## config.mk

```make
export PLATFORM = sky130hd
export DESIGN_NAME = lamport_mutex_node_core
export DESIGN_NICKNAME = d
export VERILOG_FILES = /design/src/rtl/lmn_pkg.sv /design/src/rtl/lamport_mutex_node_core.sv /design/src/rtl/lmn_ram.sv /design/src/rtl/lmn_front.sv /design/src/rtl/lmn_back.sv
export SDC_FILE = /design/constraint.sdc
export NUM_CORES = 1
export LEC_CHECK = 0
export ABC_AREA = 1
export BUFFER_PORTS_ARGS = -buffer_cell sky130_fd_sc_hd__buf_2
export CAP_MARGIN = 20
export CORE_UTILIZATION = 29
export DETAILED_ROUTE_END_ITERATION = 8
export PLACE_DENSITY = 0.42
export RECOVER_POWER = 100
export SYNTH_ARGS = -nofsm -noshare
export SYNTH_HDL_FRONTEND = slang
export SYNTH_SLANG_ARGS = --single-unit
```

## constraint.sdc

```tcl
create_clock -name clk -period 8.73 [get_ports clk]
set_input_delay 1.3095 -clock clk [delete_from_list [all_inputs] [get_ports clk]]
set_output_delay 1.3095 -clock clk [all_outputs]
set_load 0.02 [all_outputs]
```

## src/rtl/lmn_pkg.sv

```systemverilog
// ----------------------------------------------------------------------------
// lmn_pkg
// Types, codes and helpers shared by the mutual exclusion node modules.
// ----------------------------------------------------------------------------
`timescale 1ns / 1ps

package lmn_pkg;

    localparam int DEF_MAX_NODES   = 4;
    localparam int DEF_CLOCK_WIDTH = 32;

    // command codes
    localparam logic [1:0] CMD_REQUEST = 2'd0;
    localparam logic [1:0] CMD_RECEIVE = 2'd1;
    localparam logic [1:0] CMD_CHECK   = 2'd2;

    // message kinds
    localparam logic [1:0] MSG_REQUEST = 2'd0;
    localparam logic [1:0] MSG_RELEASE = 2'd1;
    localparam logic [1:0] MSG_ACK     = 2'd2;

    // result events
    localparam logic [1:0] EV_NONE  = 2'd0;
    localparam logic [1:0] EV_MSG   = 2'd1;
    localparam logic [1:0] EV_GRANT = 2'd2;

    // configuration register indexes
    localparam logic [1:0] CFG_NODE_ID    = 2'd0;
    localparam logic [1:0] CFG_NODE_COUNT = 2'd1;
    localparam logic [1:0] CFG_QUOTA      = 2'd2;

    // classified operation handed from front to back
    typedef enum logic [1:0] {
        OP_NONE    = 2'd0,
        OP_REQUEST = 2'd1,
        OP_RECEIVE = 2'd2,
        OP_CHECK   = 2'd3
    } op_t;

    typedef struct packed {
        op_t         op;
        logic [3:0]  from;
        logic [31:0] ts;
        logic [1:0]  kind;
    } item_t;

    typedef struct packed {
        logic [3:0] node_id;
        logic [4:0] node_count;
        logic [7:0] quota;
        logic       quota_wr;
    } cfg_t;

    // active node count: the smaller of the configured and built sizes
    function automatic logic [4:0] active_count(input logic [4:0] nc,
                                                input logic [4:0] maxn);
        active_count = (nc < maxn) ? nc : maxn;
    endfunction

endpackage

```

## src/rtl/lamport_mutex_node_core.sv

```systemverilog
// ----------------------------------------------------------------------------
// lamport_mutex_node_core
// One node of a timestamp-ordered distributed mutual exclusion scheme.
// ----------------------------------------------------------------------------
// Usage:
//   Commands enter on the in_valid/in_stall channel (cmd, msg_from,
//   msg_timestamp, msg_kind); a two-entry queue takes up to two requests
//   ahead of the execution engine. Results leave on out_valid/out_stall,
//   one registered result per cycle at most, with last set on the final
//   result of each command. Configuration writes use cfg_valid/cfg_ready
//   (always ready); the user must make them only while the node is idle,
//   as the block itself does not enforce this. Engine steps per command:
//   a request sends one message to each other active node; a receive
//   updates the clock and tables, then acknowledges a request; a grant
//   check reads its own request time, walks the table with a wait for each
//   registered read of the request time memory, then grants and fans out
//   the release. A check that fails ends with its empty result.
//   Reset clears the clock, request flags and sequence counters at once and
//   loads node_id 0, node_count 3 and a quota of one use.
//   A stalled receiver holds the output register; the engine waits on it
//   while the queue keeps taking commands until full.
// ----------------------------------------------------------------------------
`timescale 1ns / 1ps

module lamport_mutex_node_core import lmn_pkg::*; #(
    parameter int MAX_NODES   = DEF_MAX_NODES,
    parameter int CLOCK_WIDTH = DEF_CLOCK_WIDTH
) (
    input  logic        clk,
    input  logic        rst_n,
    input  logic        in_valid,
    output logic        in_stall,
    input  logic [1:0]  cmd,
    input  logic [3:0]  msg_from,
    input  logic [31:0] msg_timestamp,
    input  logic [1:0]  msg_kind,
    output logic        out_valid,
    input  logic        out_stall,
    output logic [1:0]  event_res,
    output logic [3:0]  dest,
    output logic [1:0]  out_kind,
    output logic [31:0] out_timestamp,
    output logic [31:0] out_seq,
    output logic        last,
    input  logic        cfg_valid,
    output logic        cfg_ready,
    input  logic [1:0]  cfg_index,
    input  logic [7:0]  cfg_data
);

    logic [3:0] node_id_reg;
    logic [4:0] node_count_reg;
    cfg_t       cfg;
    logic       q_valid, q_pop;
    item_t      q_item;
    logic       cfg_wr;

    assign cfg_ready = 1'b1;
    assign cfg_wr    = cfg_valid && cfg_ready;

    // configuration registers; a quota write goes straight to the engine
    always_ff @(posedge clk or negedge rst_n)
    begin
        if (!rst_n)
        begin
            node_id_reg    <= 4'd0;
            node_count_reg <= 5'd3;
        end
        else if (cfg_wr)
        begin
            case (cfg_index)
                CFG_NODE_ID:    node_id_reg    <= cfg_data[3:0];
                CFG_NODE_COUNT: node_count_reg <= cfg_data[4:0];
                default:        ;
            endcase
        end
    end

    always_comb
    begin
        cfg.node_id    = node_id_reg;
        cfg.node_count = node_count_reg;
        cfg.quota      = cfg_data;
        cfg.quota_wr   = cfg_wr && (cfg_index == CFG_QUOTA);
    end

    lmn_front #(
        .MAX_NODES (MAX_NODES)
    ) u_front (
        .clk           (clk),
        .rst_n         (rst_n),
        .cfg           (cfg),
        .in_valid      (in_valid),
        .in_stall      (in_stall),
        .cmd           (cmd),
        .msg_from      (msg_from),
        .msg_timestamp (msg_timestamp),
        .msg_kind      (msg_kind),
        .q_valid       (q_valid),
        .q_item        (q_item),
        .q_pop         (q_pop)
    );

    lmn_back #(
        .MAX_NODES   (MAX_NODES),
        .CLOCK_WIDTH (CLOCK_WIDTH)
    ) u_back (
        .clk           (clk),
        .rst_n         (rst_n),
        .cfg           (cfg),
        .q_valid       (q_valid),
        .q_item        (q_item),
        .q_pop         (q_pop),
        .out_valid     (out_valid),
        .out_stall     (out_stall),
        .event_res     (event_res),
        .dest          (dest),
        .out_kind      (out_kind),
        .out_timestamp (out_timestamp),
        .out_seq       (out_seq),
        .last          (last)
    );

endmodule

```

## src/rtl/lmn_ram.sv

```systemverilog
// ----------------------------------------------------------------------------
// lmn_ram
// Generic single write, single read RAM with registered read data.
// ----------------------------------------------------------------------------
`timescale 1ns / 1ps

module lmn_ram #(
    parameter int WIDTH = 32,
    parameter int DEPTH = 4
) (
    input  logic                     clk,
    input  logic                     we,
    input  logic [$clog2(DEPTH)-1:0] waddr,
    input  logic [WIDTH-1:0]         wdata,
    input  logic [$clog2(DEPTH)-1:0] raddr,
    output logic [WIDTH-1:0]         rdata
);

    logic [WIDTH-1:0] mem_reg [DEPTH];
    logic [WIDTH-1:0] rdata_reg;

    // write and registered read
    always_ff @(posedge clk)
    begin
        if (we)
        begin
            mem_reg[waddr] <= wdata;
        end
        rdata_reg <= mem_reg[raddr];
    end

    assign rdata = rdata_reg;

endmodule

```

## src/rtl/lmn_front.sv

```systemverilog
// ----------------------------------------------------------------------------
// lmn_front
// Accepts commands, classifies them against the configuration and queues them.
// ----------------------------------------------------------------------------
`timescale 1ns / 1ps

module lmn_front import lmn_pkg::*; #(
    parameter int MAX_NODES = DEF_MAX_NODES
) (
    input  logic        clk,
    input  logic        rst_n,
    input  cfg_t        cfg,
    input  logic        in_valid,
    output logic        in_stall,
    input  logic [1:0]  cmd,
    input  logic [3:0]  msg_from,
    input  logic [31:0] msg_timestamp,
    input  logic [1:0]  msg_kind,
    output logic        q_valid,
    output item_t       q_item,
    input  logic        q_pop
);

    item_t      slot_reg [2];
    logic [1:0] cnt_reg, cnt_next;
    logic       wr_reg, rd_reg;
    logic       push;
    logic [4:0] na;
    logic       own_ok, from_ok;
    item_t      cls;

    // classify the incoming request
    always_comb
    begin
        na      = active_count(cfg.node_count, 5'(MAX_NODES));
        own_ok  = {1'b0, cfg.node_id} < na;
        from_ok = ({1'b0, msg_from} < na) && (msg_from != cfg.node_id);
        cls.from = msg_from;
        cls.ts   = msg_timestamp;
        cls.kind = msg_kind;
        case (cmd)
            CMD_REQUEST: cls.op = own_ok ? OP_REQUEST : OP_NONE;
            CMD_RECEIVE: cls.op = from_ok ? OP_RECEIVE : OP_NONE;
            CMD_CHECK:   cls.op = own_ok ? OP_CHECK : OP_NONE;
            default:     cls.op = OP_NONE;
        endcase
    end

    assign in_stall = cnt_reg[1];
    assign push     = in_valid && !in_stall;
    assign q_valid  = cnt_reg != 2'd0;
    assign q_item   = slot_reg[rd_reg];

    always_comb
    begin
        cnt_next = cnt_reg;
        if (push && !q_pop)
        begin
            cnt_next = cnt_reg + 2'd1;
        end
        else if (!push && q_pop)
        begin
            cnt_next = cnt_reg - 2'd1;
        end
    end

    // advance pointers and count
    always_ff @(posedge clk or negedge rst_n)
    begin
        if (!rst_n)
        begin
            cnt_reg <= 2'd0;
            wr_reg  <= 1'b0;
            rd_reg  <= 1'b0;
        end
        else
        begin
            cnt_reg <= cnt_next;
            if (push)
            begin
                wr_reg <= !wr_reg;
            end
            if (q_pop)
            begin
                rd_reg <= !rd_reg;
            end
        end
    end

    // hold queued payload
    always_ff @(posedge clk)
    begin
        if (push)
        begin
            slot_reg[wr_reg] <= cls;
        end
    end

endmodule

```

## src/rtl/lmn_back.sv

```systemverilog
// ----------------------------------------------------------------------------
// lmn_back
// Executes queued operations: clock, node tables, grant test and messages.
// ----------------------------------------------------------------------------
`timescale 1ns / 1ps

module lmn_back import lmn_pkg::*; #(
    parameter int MAX_NODES   = DEF_MAX_NODES,
    parameter int CLOCK_WIDTH = DEF_CLOCK_WIDTH
) (
    input  logic        clk,
    input  logic        rst_n,
    input  cfg_t        cfg,
    input  logic        q_valid,
    input  item_t       q_item,
    output logic        q_pop,
    output logic        out_valid,
    input  logic        out_stall,
    output logic [1:0]  event_res,
    output logic [3:0]  dest,
    output logic [1:0]  out_kind,
    output logic [31:0] out_timestamp,
    output logic [31:0] out_seq,
    output logic        last
);

    localparam int NIW = $clog2(MAX_NODES);
    localparam int RTW = (CLOCK_WIDTH > 32) ? CLOCK_WIDTH : 32;
    localparam int WW  = RTW + 1;
    localparam logic [CLOCK_WIDTH-1:0] CMAX = {CLOCK_WIDTH{1'b1}};

    typedef enum logic [12:0] {
        S_IDLE  = 13'b0000000000001,
        S_RECV  = 13'b0000000000010,
        S_REL   = 13'b0000000000100,
        S_ACK   = 13'b0000000001000,
        S_CHKW  = 13'b0000000010000,
        S_CHKT  = 13'b0000000100000,
        S_SCANW = 13'b0000001000000,
        S_SCAN  = 13'b0000010000000,
        S_GRANT = 13'b0000100000000,
        S_SEND  = 13'b0001000000000,
        S_FIN   = 13'b0010000000000,
        S_NULL  = 13'b0100000000000,
        S_SPARE = 13'b1000000000000
    } state_t;

    state_t                 state_reg, state_next;
    item_t                  item_reg, item_next;
    logic [NIW-1:0]         cur_reg, cur_next;
    logic [1:0]             kind_reg, kind_next;
    logic                   sent_reg, sent_next;
    logic [CLOCK_WIDTH-1:0] clock_reg, clock_next;
    logic                   asking_reg, asking_next;
    logic [7:0]             uses_reg, uses_next;
    logic [MAX_NODES-1:0]   rv_reg, rv_next;
    logic [MAX_NODES-1:0]   heard_reg, heard_next;
    logic [31:0]            ms_reg [MAX_NODES];
    logic [31:0]            ms_next [MAX_NODES];
    logic [31:0]            seq_reg [MAX_NODES];
    logic [31:0]            seq_next [MAX_NODES];
    logic [RTW-1:0]         t_reg, t_next;

    logic        out_valid_reg;
    logic [1:0]  ev_reg;
    logic [3:0]  dest_reg;
    logic [1:0]  okind_reg;
    logic [31:0] ots_reg, oseq_reg;
    logic        last_reg;

    logic        emit;
    logic [1:0]  e_ev, e_kind;
    logic [3:0]  e_dest;
    logic [31:0] e_ts, e_seq;
    logic        e_last;

    logic                   ram_we;
    logic [NIW-1:0]         ram_waddr;
    logic [RTW-1:0]         ram_wdata, rt_q;

    logic [4:0]             na, c1;
    logic [3:0]             cur4;
    logic                   is_me, at_end, final_msg, free, fail;
    logic [NIW-1:0]         me;
    logic [CLOCK_WIDTH-1:0] clock_tick;
    logic [WW-1:0]          a_w, b_w, ts_w, cmax_w, m_w, clk_w;
    logic [31:0]            seq_inc;

    lmn_ram #(
        .WIDTH (RTW),
        .DEPTH (MAX_NODES)
    ) u_rtime (
        .clk   (clk),
        .we    (ram_we),
        .waddr (ram_waddr),
        .wdata (ram_wdata),
        .raddr (cur_reg),
        .rdata (rt_q)
    );

    // decode loop position and clock arithmetic
    always_comb
    begin
        na         = active_count(cfg.node_count, 5'(MAX_NODES));
        cur4       = 4'(cur_reg);
        me         = cfg.node_id[NIW-1:0];
        is_me      = cur4 == cfg.node_id;
        c1         = 5'(cur_reg) + 5'd1;
        at_end     = c1 >= na;
        final_msg  = at_end || ((c1 == {1'b0, cfg.node_id}) && ((c1 + 5'd1) >= na));
        free       = !out_valid_reg || !out_stall;
        clock_tick = (clock_reg == CMAX) ? clock_reg : clock_reg + CLOCK_WIDTH'(1);
        a_w        = WW'(clock_tick);
        ts_w       = WW'(item_reg.ts);
        cmax_w     = WW'(CMAX);
        b_w        = (ts_w < cmax_w) ? ts_w + WW'(1) : cmax_w;
        m_w        = (a_w > b_w) ? a_w : b_w;
        clk_w      = WW'(clock_reg);
        seq_inc    = seq_reg[cur_reg] + 32'd1;
        fail       = !is_me &&
                     ((rv_reg[cur_reg] && ((rt_q < t_reg) ||
                                           ((rt_q == t_reg) && (cur4 < cfg.node_id)))) ||
                      !heard_reg[cur_reg] ||
                      (RTW'(ms_reg[cur_reg]) <= t_reg));
    end

    // sequencer
    always_comb
    begin
        state_next  = state_reg;
        item_next   = item_reg;
        cur_next    = cur_reg;
        kind_next   = kind_reg;
        sent_next   = sent_reg;
        clock_next  = clock_reg;
        asking_next = asking_reg;
        uses_next   = uses_reg;
        rv_next     = rv_reg;
        heard_next  = heard_reg;
        ms_next     = ms_reg;
        seq_next    = seq_reg;
        t_next      = t_reg;
        q_pop       = 1'b0;
        ram_we      = 1'b0;
        ram_waddr   = cur_reg;
        ram_wdata   = RTW'(item_reg.ts);
        emit        = 1'b0;
        e_ev        = EV_NONE;
        e_dest      = 4'd0;
        e_kind      = MSG_REQUEST;
        e_ts        = 32'd0;
        e_seq       = 32'd0;
        e_last      = 1'b1;

        case (state_reg)
            S_IDLE:
            begin
                if (q_valid)
                begin
                    q_pop     = 1'b1;
                    item_next = q_item;
                    sent_next = 1'b0;
                    case (q_item.op)
                        OP_REQUEST:
                        begin
                            if (!asking_reg && (uses_reg != 8'd0))
                            begin
                                asking_next = 1'b1;
                                rv_next[me] = 1'b1;
                                ram_we      = 1'b1;
                                ram_waddr   = me;
                                ram_wdata   = RTW'(clock_reg);
                                kind_next   = MSG_REQUEST;
                                cur_next    = '0;
                                state_next  = S_SEND;
                            end
                            else
                            begin
                                state_next = S_NULL;
                            end
                        end
                        OP_RECEIVE:
                        begin
                            cur_next   = q_item.from[NIW-1:0];
                            state_next = S_RECV;
                        end
                        OP_CHECK:
                        begin
                            cur_next   = me;
                            state_next = asking_reg ? S_CHKW : S_NULL;
                        end
                        default: state_next = S_NULL;
                    endcase
                end
            end
            S_RECV:
            begin
                clock_next = m_w[CLOCK_WIDTH-1:0];
                if (!heard_reg[cur_reg] || (item_reg.ts > ms_reg[cur_reg]))
                begin
                    ms_next[cur_reg] = item_reg.ts;
                end
                heard_next[cur_reg] = 1'b1;
                if (item_reg.kind == MSG_REQUEST)
                begin
                    rv_next[cur_reg] = 1'b1;
                    ram_we           = 1'b1;
                    state_next       = S_ACK;
                end
                else if (item_reg.kind == MSG_RELEASE)
                begin
                    state_next = S_REL;
                end
                else
                begin
                    state_next = S_NULL;
                end
            end
            S_REL:
            begin
                if (rv_reg[cur_reg] && (rt_q <= RTW'(item_reg.ts)))
                begin
                    rv_next[cur_reg] = 1'b0;
                end
                state_next = S_NULL;
            end
            S_ACK:
            begin
                if (free)
                begin
                    emit              = 1'b1;
                    e_ev              = EV_MSG;
                    e_dest            = cur4;
                    e_kind            = MSG_ACK;
                    e_ts              = clk_w[31:0];
                    e_seq             = seq_inc;
                    seq_next[cur_reg] = seq_inc;
                    clock_next        = clock_tick;
                    state_next        = S_IDLE;
                end
            end
            S_CHKW:
            begin
                state_next = rv_reg[cur_reg] ? S_CHKT : S_NULL;
            end
            S_CHKT:
            begin
                t_next     = rt_q;
                cur_next   = '0;
                state_next = S_SCANW;
            end
            S_SCANW:
            begin
                state_next = S_SCAN;
            end
            S_SCAN:
            begin
                if (fail)
                begin
                    state_next = S_NULL;
                end
                else if (at_end)
                begin
                    state_next = S_GRANT;
                end
                else
                begin
                    cur_next   = cur_reg + NIW'(1);
                    state_next = S_SCANW;
                end
            end
            S_GRANT:
            begin
                if (free)
                begin
                    emit        = 1'b1;
                    e_ev        = EV_GRANT;
                    e_dest      = cfg.node_id;
                    e_ts        = clk_w[31:0];
                    e_last      = na < 5'd2;
                    uses_next   = (uses_reg != 8'd0) ? uses_reg - 8'd1 : 8'd0;
                    clock_next  = clock_tick;
                    rv_next[me] = 1'b0;
                    sent_next   = 1'b1;
                    cur_next    = '0;
                    kind_next   = MSG_RELEASE;
                    state_next  = S_SEND;
                end
            end
            S_SEND:
            begin
                if (is_me || free)
                begin
                    if (!is_me)
                    begin
                        emit              = 1'b1;
                        e_ev              = EV_MSG;
                        e_dest            = cur4;
                        e_kind            = kind_reg;
                        e_ts              = clk_w[31:0];
                        e_seq             = seq_inc;
                        e_last            = final_msg;
                        seq_next[cur_reg] = seq_inc;
                        clock_next        = clock_tick;
                        sent_next         = 1'b1;
                    end
                    if (at_end)
                    begin
                        state_next = S_FIN;
                    end
                    else
                    begin
                        cur_next = cur_reg + NIW'(1);
                    end
                end
            end
            S_FIN:
            begin
                clock_next = clock_tick;
                if (kind_reg == MSG_RELEASE)
                begin
                    asking_next = 1'b0;
                end
                state_next = sent_reg ? S_IDLE : S_NULL;
            end
            S_NULL:
            begin
                if (free)
                begin
                    emit       = 1'b1;
                    state_next = S_IDLE;
                end
            end
            default: state_next = S_IDLE;
        endcase

        // a quota write reloads the remaining uses
        if (cfg.quota_wr)
        begin
            uses_next = cfg.quota;
        end
    end

    // control state
    always_ff @(posedge clk or negedge rst_n)
    begin
        if (!rst_n)
        begin
            state_reg     <= S_IDLE;
            clock_reg     <= '0;
            asking_reg    <= 1'b0;
            uses_reg      <= 8'd1;
            rv_reg        <= '0;
            heard_reg     <= '0;
            seq_reg       <= '{default: 32'd0};
            out_valid_reg <= 1'b0;
        end
        else
        begin
            state_reg  <= state_next;
            clock_reg  <= clock_next;
            asking_reg <= asking_next;
            uses_reg   <= uses_next;
            rv_reg     <= rv_next;
            heard_reg  <= heard_next;
            seq_reg    <= seq_next;
            if (emit)
            begin
                out_valid_reg <= 1'b1;
            end
            else if (!out_stall)
            begin
                out_valid_reg <= 1'b0;
            end
        end
    end

    // payload registers
    always_ff @(posedge clk)
    begin
        item_reg <= item_next;
        cur_reg  <= cur_next;
        kind_reg <= kind_next;
        sent_reg <= sent_next;
        ms_reg   <= ms_next;
        t_reg    <= t_next;
        if (emit)
        begin
            ev_reg    <= e_ev;
            dest_reg  <= e_dest;
            okind_reg <= e_kind;
            ots_reg   <= e_ts;
            oseq_reg  <= e_seq;
            last_reg  <= e_last;
        end
    end

    assign out_valid     = out_valid_reg;
    assign event_res     = ev_reg;
    assign dest          = dest_reg;
    assign out_kind      = okind_reg;
    assign out_timestamp = ots_reg;
    assign out_seq       = oseq_reg;
    assign last          = last_reg;

endmodule

```

== Yosys cells after proc, flatten, opt, wreduce, memory -nomap -nowiden ==
Memory sizes are Yosys's and may differ from the RTL's. A register that Yosys moved wholly into a read port is not among the register bits.
Cells that the tools add are included.
Cells by class
  muxes and demuxes: 134
  eq/ne operators: 43
  add/sub/neg operators: 9
  bitwise gates (word level): 8
  order comparisons: 19
  reductions and logical operators: 62
Operators with widths (count)
  32-bit 2-to-1 mux: 20
  128-bit 2-to-1 mux: 3
  128-bit bitwise mux: 2
  128-bit case mux with 2 select lines: 1
  13-bit case mux with 11 select lines: 1
  32-bit binary-select mux with 2-bit select: 2
  32-bit case mux with 2 select lines: 2
  32-bit case mux with 4 select lines: 1
  13-bit 2-to-1 mux: 7
  32-bit by 1-bit adder with 32-bit output, second input constant: 2
  32-bit demux with 2-bit select: 1
  32-bit <= comparator: 2
  12-bit 2-to-1 mux: 5
  2-bit 2-to-1 mux: 23
  13-bit case mux with 3 select lines: 1
  32-bit by 1-bit adder with 33-bit output, second input constant: 1
  32-bit by 33-bit > comparator with 1-bit output: 1
  1-bit 2-to-1 mux: 33
  33-bit 2-to-1 mux: 1
  32-bit equality test: 1
  32-bit equality test, second input constant: 1
  32-bit > comparator: 1
  32-bit less-than comparator: 1
  32-bit less-than comparator, second input constant: 1
  other kinds (67): 161
Word-level totals
  memories: 2
  bits in writable memories: 208
  input port bits: 55
  word-level logic and storage cells: 309
  bits in registers: 476
  output and inout port bits: 76
Memory list
  u_back.u_rtime.mem_reg: depth 4, bits a word 32, rd ports 1, clocked after Yosys merged registers in 1, wr ports 1, line lmn_ram.sv:19  | logic [WIDTH-1:0] mem_reg [DEPTH];
  u_front.slot_reg: depth 2, bits a word 40, rd ports 1, clocked after Yosys merged registers in 0, wr ports 1, line lmn_front.sv:24  | item_t slot_reg [2];

== Longest topological paths before layout ==
Gate-level depths: netlist of run 1.
  word-level depth: 9
  depth in mapped cells: 26
  gate-level depth less buffers: 23

== By module ==
A second synthesis of run 1 with hierarchy kept.
Unflattened totals
  cells, all modules: 3879
  area, all modules: 36608.9 um2
By module, submodules not included
  lmn_back: times used 1, seq. area each 12894.9 um2, area each 26541.7 um2, cells each 3090
  lmn_ram: times used 1, seq. area each 4484.3 um2, area each 6078.3 um2, cells each 541
  lmn_front: times used 1, seq. area each 2502.4 um2, area each 3573.4 um2, cells each 202
  lamport_mutex_node_core: times used 1, seq. area each 227.7 um2, area each 415.4 um2, cells each 46

== Worst setup path after synthesis of run 1 ==
Ideal clock, no wire load.
  kind: input to register
  start: in out_stall
  end: reg u_back.dest_reg[0] (netlist: u_back.dest[0]), enable pin
  buffers on the path: 0
  path slack: 1338 ps
  library setup time: 605 ps
  stages on the path: 3
  data required time: 8125 ps
  data arrival time: 6787 ps
  path through: nand2_1 inv_1 o21ai_0
On the way
  longest elaborated chain between the ends: 5
  elaborated cells on any way between the ends: 6
  those cells by class: 3 x mux; 3 x reduce/logical
Ends and longest elaborated chain
  start: declaration: line lamport_mutex_node_core.sv:38  | input logic out_stall,
  1-bit logical NOT (*): line lmn_back.sv:111  | free = !out_valid_reg || !out_stall;
  1-bit logical OR (*): line lmn_back.sv:111
  1-bit logical OR: line lmn_back.sv:292  | if (is_me || free)
  1-bit 2-to-1 mux: line lmn_back.sv:292
  1-bit case mux with 2 select lines (*): line lmn_back.sv:155  | case (state_reg)
  net u_back.emit: line lmn_back.sv:71  | logic emit;
  end signal: assignment: line lmn_back.sv:390  | dest_reg <= e_dest;
  end: declaration: line lmn_back.sv:66  | logic [3:0] dest_reg;
The timed path passes the listed nets; every way through them passes the cells marked *.
A chain may end at the register's enable or synchronous reset.

== Worst setup path in the final report of run 1 ==
  start: reg u_back.item_reg[16] in the netlist's numbering
  end: reg u_back.clock_reg[10]
On the way
  longest elaborated chain between the ends: 5
  elaborated cells on any way between the ends: 6
  those cells by class: 1 x add/sub; 2 x order compare; 3 x mux
Ends and longest elaborated chain
  start: declaration: line lmn_back.sv:49  | item_t item_reg, item_next;
  start signal: assignment: line lmn_back.sv:381  | item_reg <= item_next;
  32-bit by 1-bit adder with 33-bit output / 32-bit less-than comparator (equally long branches): line lmn_back.sv:116  | b_w = (ts_w < cmax_w) ? ts_w + WW'(1) : cmax_w;
  33-bit 2-to-1 mux (*): line lmn_back.sv:116
  32-bit by 33-bit > comparator with 1-bit output: line lmn_back.sv:117  | m_w = (a_w > b_w) ? a_w : b_w;
  32-bit 2-to-1 mux (*): line lmn_back.sv:117
  32-bit case mux with 4 select lines (*): line lmn_back.sv:155
  end signal: assignment: line lmn_back.sv:361  | clock_reg <= clock_next;
  end: declaration: line lmn_back.sv:53  | logic [CLOCK_WIDTH-1:0] clock_reg, clock_next;
Every way passes the cells marked *; elsewhere a longest branch is shown, timed or not.

==> results of run 1 <==
-- cell families after synthesis --
group                    Yosys count  share of synthesized area [%]
AND/OR/NAND/NOR                 1672                          19.94
flip-flops                       710                          56.54
AO/OA/AOI/OAI                    549                          8.756
buffers and inverters            500                          5.886
adder cells (fa/ha/maj)          189                          6.689
XOR/XNOR                          84                          2.145
other                              1                        0.01061
multiplexers                       1                        0.03185
-- placed cells by master, fill, tap and decap left out, types with 5 or more instances in the layout --
cell type,n
nand3_1,223
nor3_1,68
dfxtp_1,32
nor2_1,290
nor2_4,7
clkbuf_16,88
ha_1,189
edfxtp_1,475
nand2_1,985
o221ai_1,6
a21oi_1,139
bufinv_16,10
or2_2,6
nor4_1,14
nor2_2,8
clkinv_2,23
o211ai_1,5
nand2_2,12
dfrtp_1,199
clkinv_1,13
o21ai_0,268
a32oi_1,34
o21a_1,7
buf_4,21
clkbuf_1,123
xnor2_1,18
o22ai_1,38
xor2_1,66
buf_2,36
o21ai_1,13
inv_1,336
a21o_1,9
nand4_1,42
inv_2,13
-- power by group through the flow --
stage | Clock [uW] | Combinational [uW] | Sequential, uW
detailed placement | 0 | 5530 | 5570
global route | 3910 | 6250 | 5620
global placement | 0 | 5510 | 5580
finish | 3680 | 5410 | 5530
floorplan | 0 | 3900 | 5190
CTS | 3800 | 5560 | 5510
-- synth_stat cells (all sizes together) (7+ instances only) --
library cell	number
dfxtp	32
inv	350
a21o	9
a32oi	35
nand4	43
xnor2	18
o21ai	285
or2	7
ha	189
dfrtp	199
o21a	7
clkbuf	63
o22ai	38
nand3	227
a21oi	143
nor3	70
xor2	66
edfxtp	475
nand2	997
nor4	14
nor2	305
buf	86
-- critical path: cells and delay by family, from the launching register on --
family | cells | cell delay [ns]
DFF | 1 | 0.66
AOI/OAI and AO/OA | 1 | 0.23
buffers and inverters | 4 | 2.24
and+or+nand+nor | 12 | 2.38
adders and majority gates | 1 | 0.34
-- stage by stage --
| stage | setup WS [ns] | hold slack, ns |
|---|---|---|
| final | 2.725 | 0.4633 |
| after global routing | 2.028 | 0.4861 |
| after CTS | 3.995 | 0.4634 |
| after detailed placement | 4.001 | 0.4493 |
| after global placement | 4.059 | 0.4386 |
| after floorplan | 1.338 | 0.4082 |
-- cell type report --
| cell class | instances | area (um2) |
|---|---|---|
| fill | 12600 | 80110 |
| sequential | 710 | 19990 |
| multi-input combinational | 2499 | 13280 |
| clock buffer | 103 | 2278 |
| tap | 1612 | 2017 |
| inverter | 351 | 1325 |
| timing repair buffer | 171 | 838.3 |
| clock inverter | 57 | 610.6 |
-- final timing paths --
kind,startpoint,end,slack [ns],cells past startpoint
min in group asynchronous,rst_n,u_back.clock_reg[11],2.13,1
max in group asynchronous,rst_n,u_back.uses_reg[2],3.51,3
worst max-delay path,u_back.item_reg[16],u_back.clock_reg[10],2.72,18
worst min register to register,u_back.heard_reg[1],u_back.heard_reg[1],0.46,2
worst max register to register,u_back.item_reg[16],u_back.clock_reg[10],2.72,18
worst min-delay path,u_back.heard_reg[1],u_back.heard_reg[1],0.46,2
-- metal layers --
layer,vias up,wire (um),track usage (%)
met1,12420,52630,25.19
met4,0,2560,4.836
li1,12790,-,-
met5,-,0,0
met2,526,45810,26.23
met3,134,3988,2.147
==> results.txt, run 1 <==
* Result of the run: finished with violations
- Violations in the final reports: max-capacitance violations, max-slew violations
* DRT iter0 DRCs: ~2,000
- Via Count: around 26,000
- Net switching is 41.80% of the power.
- Max-cap violations in this run came to 15.
- CTS saw 710 sinks.
* Post_cts resized: 0
- Number of input and output port buffers inserted: around 130
- Layout cells sized above 1: 6.836%
- The finished cells cover around 40,000 um2.
- Final setup vio count: 0
- Routability Congestion: between 0.8 and 0.9
* Final Hold Violating Endpoints: 0
- After routing, the total negative slack on setup checks comes to 0 ns.
- Once the clock tree was built, the setup fixing pass inserted 0 buffers.
- Warnings from Yosys: 0
- Pin placement for this block handled 131 I/O pins.
- The critical path is of the reg -> reg type.
- Worst hold path type: reg -> reg
- The number of placed instances, taps included, is 5,340.
* Share of total power in combinational logic: a little under two fifths
- Syn Std Cell Area: roughly 35,000 um2
- Bufs on Longest Clock Path: 3
- Number of hold buffers added after CTS: 0
- Share of Yosys cell area claimed by the top area cell type: around 40%
- Summing all placed instances gives a cell area of 37,720 um2.
- In the synthesized netlist the async set-or-reset flop fraction comes to between 20% and 30%.
* Buffer cell driving the clock tree root: clkbuf_16
- Summed over all layers, the global routing overflow is 0.
- The first TritonRoute pass finished after 6 iterations.
* Minimum clock period after layout: between 6 and 7 ns
* Top cells by area in the synthesized netlist: edfxtp_1 (40%), dfrtp_1 (14%), nand2_1 (10%)
* Actual transition at the worst max-transition pin: approximately 4.2 ns
- In the final routed layout, each cell accounts on average for around 19 um.
- The die covers between 100,000 and 150,000 um2.
- Critical Path RT: 9.27 ns
- The initial antenna violation count came to 0.
- Cell Rows: ~130
- Of the total power, the clock network draws between 20% and 30%.
- Sequential cells burn 37.8% of the power.
- Synthesis-stage register bit count: 710
- Clock latency on the worst-skew pair: 0.66 ns
- CTS clock-pin slew for the worst setup and hold paths: approximately 0.06 ns
- For this run, the post-layout net count is ~4,100.
- After detailed routing, the number of remaining DRC violations is 0.
- After layout, the worst path uses ~69% of the clock period.
- TritonCTS clock tree: yes
* Area growth from synthesis to final layout: 14.10%
- After legalization and detailed placement, the total HPWL measured 71.07 mm.
* Yosys top cell by area: edfxtp_1
- Fmax: about 0.17 GHz
* Die Span Y: approximately 350 um
- Setup repair after global routing left no endpoint under its margin.
- PnR Total Power: about 15,000 uW
* Maximum vdd ir drop: roughly 0.00016 V
* Syn Inst Count: 3,706
- Cts bufs inserted: between 80 and 90
- The number of global-route vias before repair is between 20,000 and 30,000.
- Entering global routing, the biggest net connects 152 pins.
- Critical Path Max Stage Delay: about 1.2 ns
- The worst setup path is captured at a flip-flop.
* Power density normalized to cell area: between 300 and 400 nW/um2
- Routed vias/inst: approximately 4.7
- Crit-path slowest cell: clkbuf_1
- Most used flip-flop cell after synthesis: edfxtp_1
- The average instance in the mapped netlist occupies 9.539 um2.
* Non-filler instance count after layout: approximately 5,500
- STA classifies the critical path startpoint as a flip-flop.
- The repair_antennas step left the layout with diodes totalling 0.
- The share of the Yosys chip area taken by registers is between 50% and 60%.
- For this block, the routed nets add up to ~100 mm of wire.
- Static Leakage: approximately 0.017 uW
* Net switching component of the power: approximately 6000 uW
- Number of distinct library cells after synthesis: between 60 and 70
* EDFF count, synth: 475
* Max-slew violations: 572
- Cell internal power was estimated by the tool at 8512 uW.
- Between clock sinks in the finished design, the worst skew comes to ~0.027 ns.
- The first global-routing pass estimated between 150 and 200 mm of wire.
- Slew HR: -179.0%
- In this run the worst path has a maximum fanout of 36.
- Global routing used 17.13% of the available tracks across all layers.
* CTS H-Tree Depth: 3
- In this run the remaining antenna-violating nets after routing total 0.
* Most frequent CP cell: nand2_1
- Effective utilization at floorplan: roughly 29%
- Walking the worst path, the cells encountered are inv_1, nor3_1, nand2_1, nor2_1, and3b_1, clkbuf_1, a21oi_1, ha_1, nand2_1, nor2_1, inv_1, nor4b_1, nand3_1, nand2_1, clkbuf_1, nand3_1, nand3_1, nand2_1.
- Die Width: approximately 350 um
- At the worst endpoint, the arrival time is between 6 and 7 ns.
* Core area: between 100,000 and 150,000 um2
- Cells fill 33.49% of the core in the end.
Note: power is estimated with default switching activity, not from simulation.
==> run 2, diff against run 1 <==
--- a/config.mk
+++ b/config.mk
@@ -10,7 +10,7 @@
 export CAP_MARGIN = 20
 export CORE_UTILIZATION = 29
 export DETAILED_ROUTE_END_ITERATION = 8
-export PLACE_DENSITY = 0.42
+export PLACE_DENSITY = 0.44
 export RECOVER_POWER = 100
 export SYNTH_ARGS = -nofsm -noshare
 export SYNTH_HDL_FRONTEND = slang
==> constraint.sdc (replaced) <==
create_clock -name clk -period 5 [get_ports clk]
set_input_delay 0.75 -clock clk [delete_from_list [all_inputs] [get_ports clk]]
set_output_delay 0.75 -clock clk [all_outputs]
set_load 0.02 [all_outputs]
==> results.txt, run 2 (same netlist as run 1, synthesis figures left out) <==
- The flow ran to the end, but the final reports show violations.
- Violations in the final reports: max-capacitance violations, max-slew violations
* Multi-input combinational cell area: 13,300 um2 (+0.16%)
- Actual transition at the worst max-transition pin: 3.483 ns (-0.7014 ns)
- The I/O pin count was 131 (unchanged).
- First-pass GRT wire length: 160.2 mm (-0.46%)
- The area taken by flip-flops and latches came to 19,990 um2 (unchanged).
- The die span in x was 351.1 um (unchanged).
* Antenna Violating Nets Remaining: 0 (unchanged)
- In this run the critical register-to-register path is captured at u_back.u_rtime.mem_reg[2][0].
- CTS H-Tree Depth: 3 (unchanged)
- The clock sink count is 710 (unchanged).
* Layout Nets: 4,083 (+0.52%)
* Core area: 120,400 um2 (unchanged)
- The max-cap check violation count was 10 (-5).
- Total iterations of the first detailed-routing run: 7 (+1)
- Worst hold path type: in -> reg
- Layout cells sized above 1: 6.627% (-0.21 points)
- The number of vias per cell is 4.723 (+0.46%).
- The worst relative slew slack was -132.2% (+47 points).
- DP Wirelength: 73.07 mm (+2.8%)
* Effective utilization at floorplan: 29.35% (unchanged)
- The depth of the worst register-to-register path came to 11 (-7).
* Crit path capture type: flip-flop
- Final Hold Violating Endpoints: 0 (unchanged)
- In this run the worst setup path terminates at u_back.u_rtime.mem_reg[2][0].
- TritonCTS clock tree: yes
* Power density normalized to cell area: 630.7 nW/um2 (+74%)
- The maximum clock frequency came to 0.2258 GHz (+36%).
* Setup crit start kind: flip-flop
* Minimum clock period after layout: 4.429 ns (-1.577 ns)
* Buffer cell driving the clock tree root: clkbuf_16
- The post-route fraction of the period consumed by the critical path was 88.57% (+20 points).
- Count of unresolved DRC violations after routing: 0 (unchanged)
- Commonest non-fill, non-tap cells in the layout: nand2_1 (983), edfxtp_1 (475), inv_1 (337), nor2_1 (291), o21ai_0 (272)
- The largest net degree at the start of global routing came to 138 (-9.2%).
- Congestion Overflow GR: 0 (unchanged)
* Number of input and output port buffers inserted: 129 (unchanged)
* Critical path arrival: 4.73 ns (-1.81 ns)
* Total global routing track utilization: 17.13% (about the same)
- Setup repair after global routing left no endpoint under its margin.
* Die Span Y: 351.1 um (unchanged)
* Post-CTS Setup Bufs: 0 (unchanged)
- The total CTS buffers came to 85 (unchanged).
- Routability Congestion: 0.8942 (+4.7%)
- Cell Rows: 127 (unchanged)
- CTS clock-pin slew for the worst setup and hold paths: 0.06 ns (about the same)
- PnR Total Power: 25,440 uW (+74%)
- Average wire per standard cell: 19.10 um (+0.14%)
- The critical path in this run is classified as reg -> reg.
- The number of global-route vias before repair came to 25,240 (-0.62%).
- The number of endpoints failing setup at the final stage was 0 (unchanged).
- The initial antenna violation count is 3 (+3).
- Area growth from synthesis to final layout: 14.10% (about the same)
* Total routed wirelength: 105.5 mm (+0.49%)
- The total die area is 123,300 um2 (unchanged).
- Wire length on met2: 46.13 mm (+0.70%)
* Clock latency on the worst-skew pair: 0.68 ns (+0.02 ns)
* Internal reg-to-reg setup slack: 0.57 ns (-2.15 ns)
* Number of hold buffers added after CTS: 0 (unchanged)
- The number of filler instances in the final layout was 12,610 (+0.040%).
- Setup crit start: u_back.state_reg[11]
- Post_cts resized: 0 (unchanged)
* Bufs on Longest Clock Path: 3 (unchanged)
- Maximum vdd ir drop: 0.0003269 V (+99%)
- Clock skew: 0.03247 ns (+0.005037 ns)
- The library cell used most frequently in the layout, excluding fill and tap cells, is nand2_1.
- Sum of negative setup slack: 0 ns (unchanged)
- DRT iter0 DRCs: 1,849 (-8.1%)
- Top fanout value on the critical path: 32 (-11%)
* Uppermost layer routed: met5
* Detailed-routed wire length on met3: 4.537 mm (+14%)
- Start of the worst register-to-register path: u_back.state_reg[11]
* Critical Path RT: 5.30 ns (-3.97 ns)
* Via Count: 26,080 (+0.81%)
* Max-slew violations: 313 (-45%)
- Static Leakage: 0.01675 uW (-0.36%)
- DRT met1 WL: 52.66 mm (about the same)
## run 2: cell types whose count changed in the layout (fill, tap and decap cells not counted), sizes merged
cell | before | now
buf | 61 | 57
diode | 0 | 2
inv | 354 | 352
clkinvlp | 3 | 4
clkbuf | 213 | 239
bufinv | 10 | 7
clkinv | 41 | 40
## run 2: worst max-delay path, cell delays in order (launching register included)
cell	delay [ns]
dfrtp_1	0.40
nor2_1	0.22
nand2_1	0.18
nor3_4	0.18
clkbuf_1	0.41
o21ai_0	0.47
nor3_1	0.60
inv_1	0.24
o21ai_1	0.44
inv_1	0.19
nor2_4	0.13
clkbuf_4	0.54
## run 2: metal layers
metal	vias to the layer above	track usage [%]
li1	12810	-
met1	12580	25.39
met2	562	26.10
met3	125	2.258
met4	2	4.419
met5	-	0
## run 2: how the worst min path moves through the flow
stage                     cells past startpoint                    start                       to  slack, ns
after floorplan                               0  u_back.u_rtime.rdata[0]          u_back.t_reg[0]       0.41
after global placement                        2      u_back.heard_reg[1]      u_back.heard_reg[1]       0.43
after detailed placement                      2      u_back.heard_reg[1]      u_back.heard_reg[1]       0.44
after CTS                                     1                    rst_n      u_back.clock_reg[5]      0.009
after global routing                          1        msg_timestamp[23]  u_front.slot_reg[0][25]       0.24
final                                         1        msg_timestamp[17]  u_front.slot_reg[0][19]       0.27
## run 2: area by class of cell
cell class,count,area share (%)
Tap cell,1612,5.000
Multi-Input combinational cell,2499,32.97
Sequential cell,710,49.56
Antenna cell,2,0.01241
Inverter,351,3.285
Clock buffer,104,5.552
Timing Repair Buffer,192,2.311
Clock inverter,52,1.318
## run 2: metrics by stage
stage                     hold slack (ns)  std cells  setup slack (ns)  cell area, um2  utilization [%]
after global placement             0.4309       5363            0.8075           37950            31.50
after detailed placement           0.4406       5363            0.7641           37950            31.50
after floorplan                    0.4082       3709            0.1656           35370                -
after global routing               0.2356       5522            0.1985           40340            33.49
final                              0.2733       5522            0.5714           40340            33.49
after CTS                        0.009328       5519            0.7662           40720            33.80
## run 2: report_power, final
group | switching [uW] | internal (uW) | total, uW
Combinational | 6890 | 2950 | 9850
Sequential | 1250 | 8170 | 9420
Clock | 2600 | 3570 | 6170
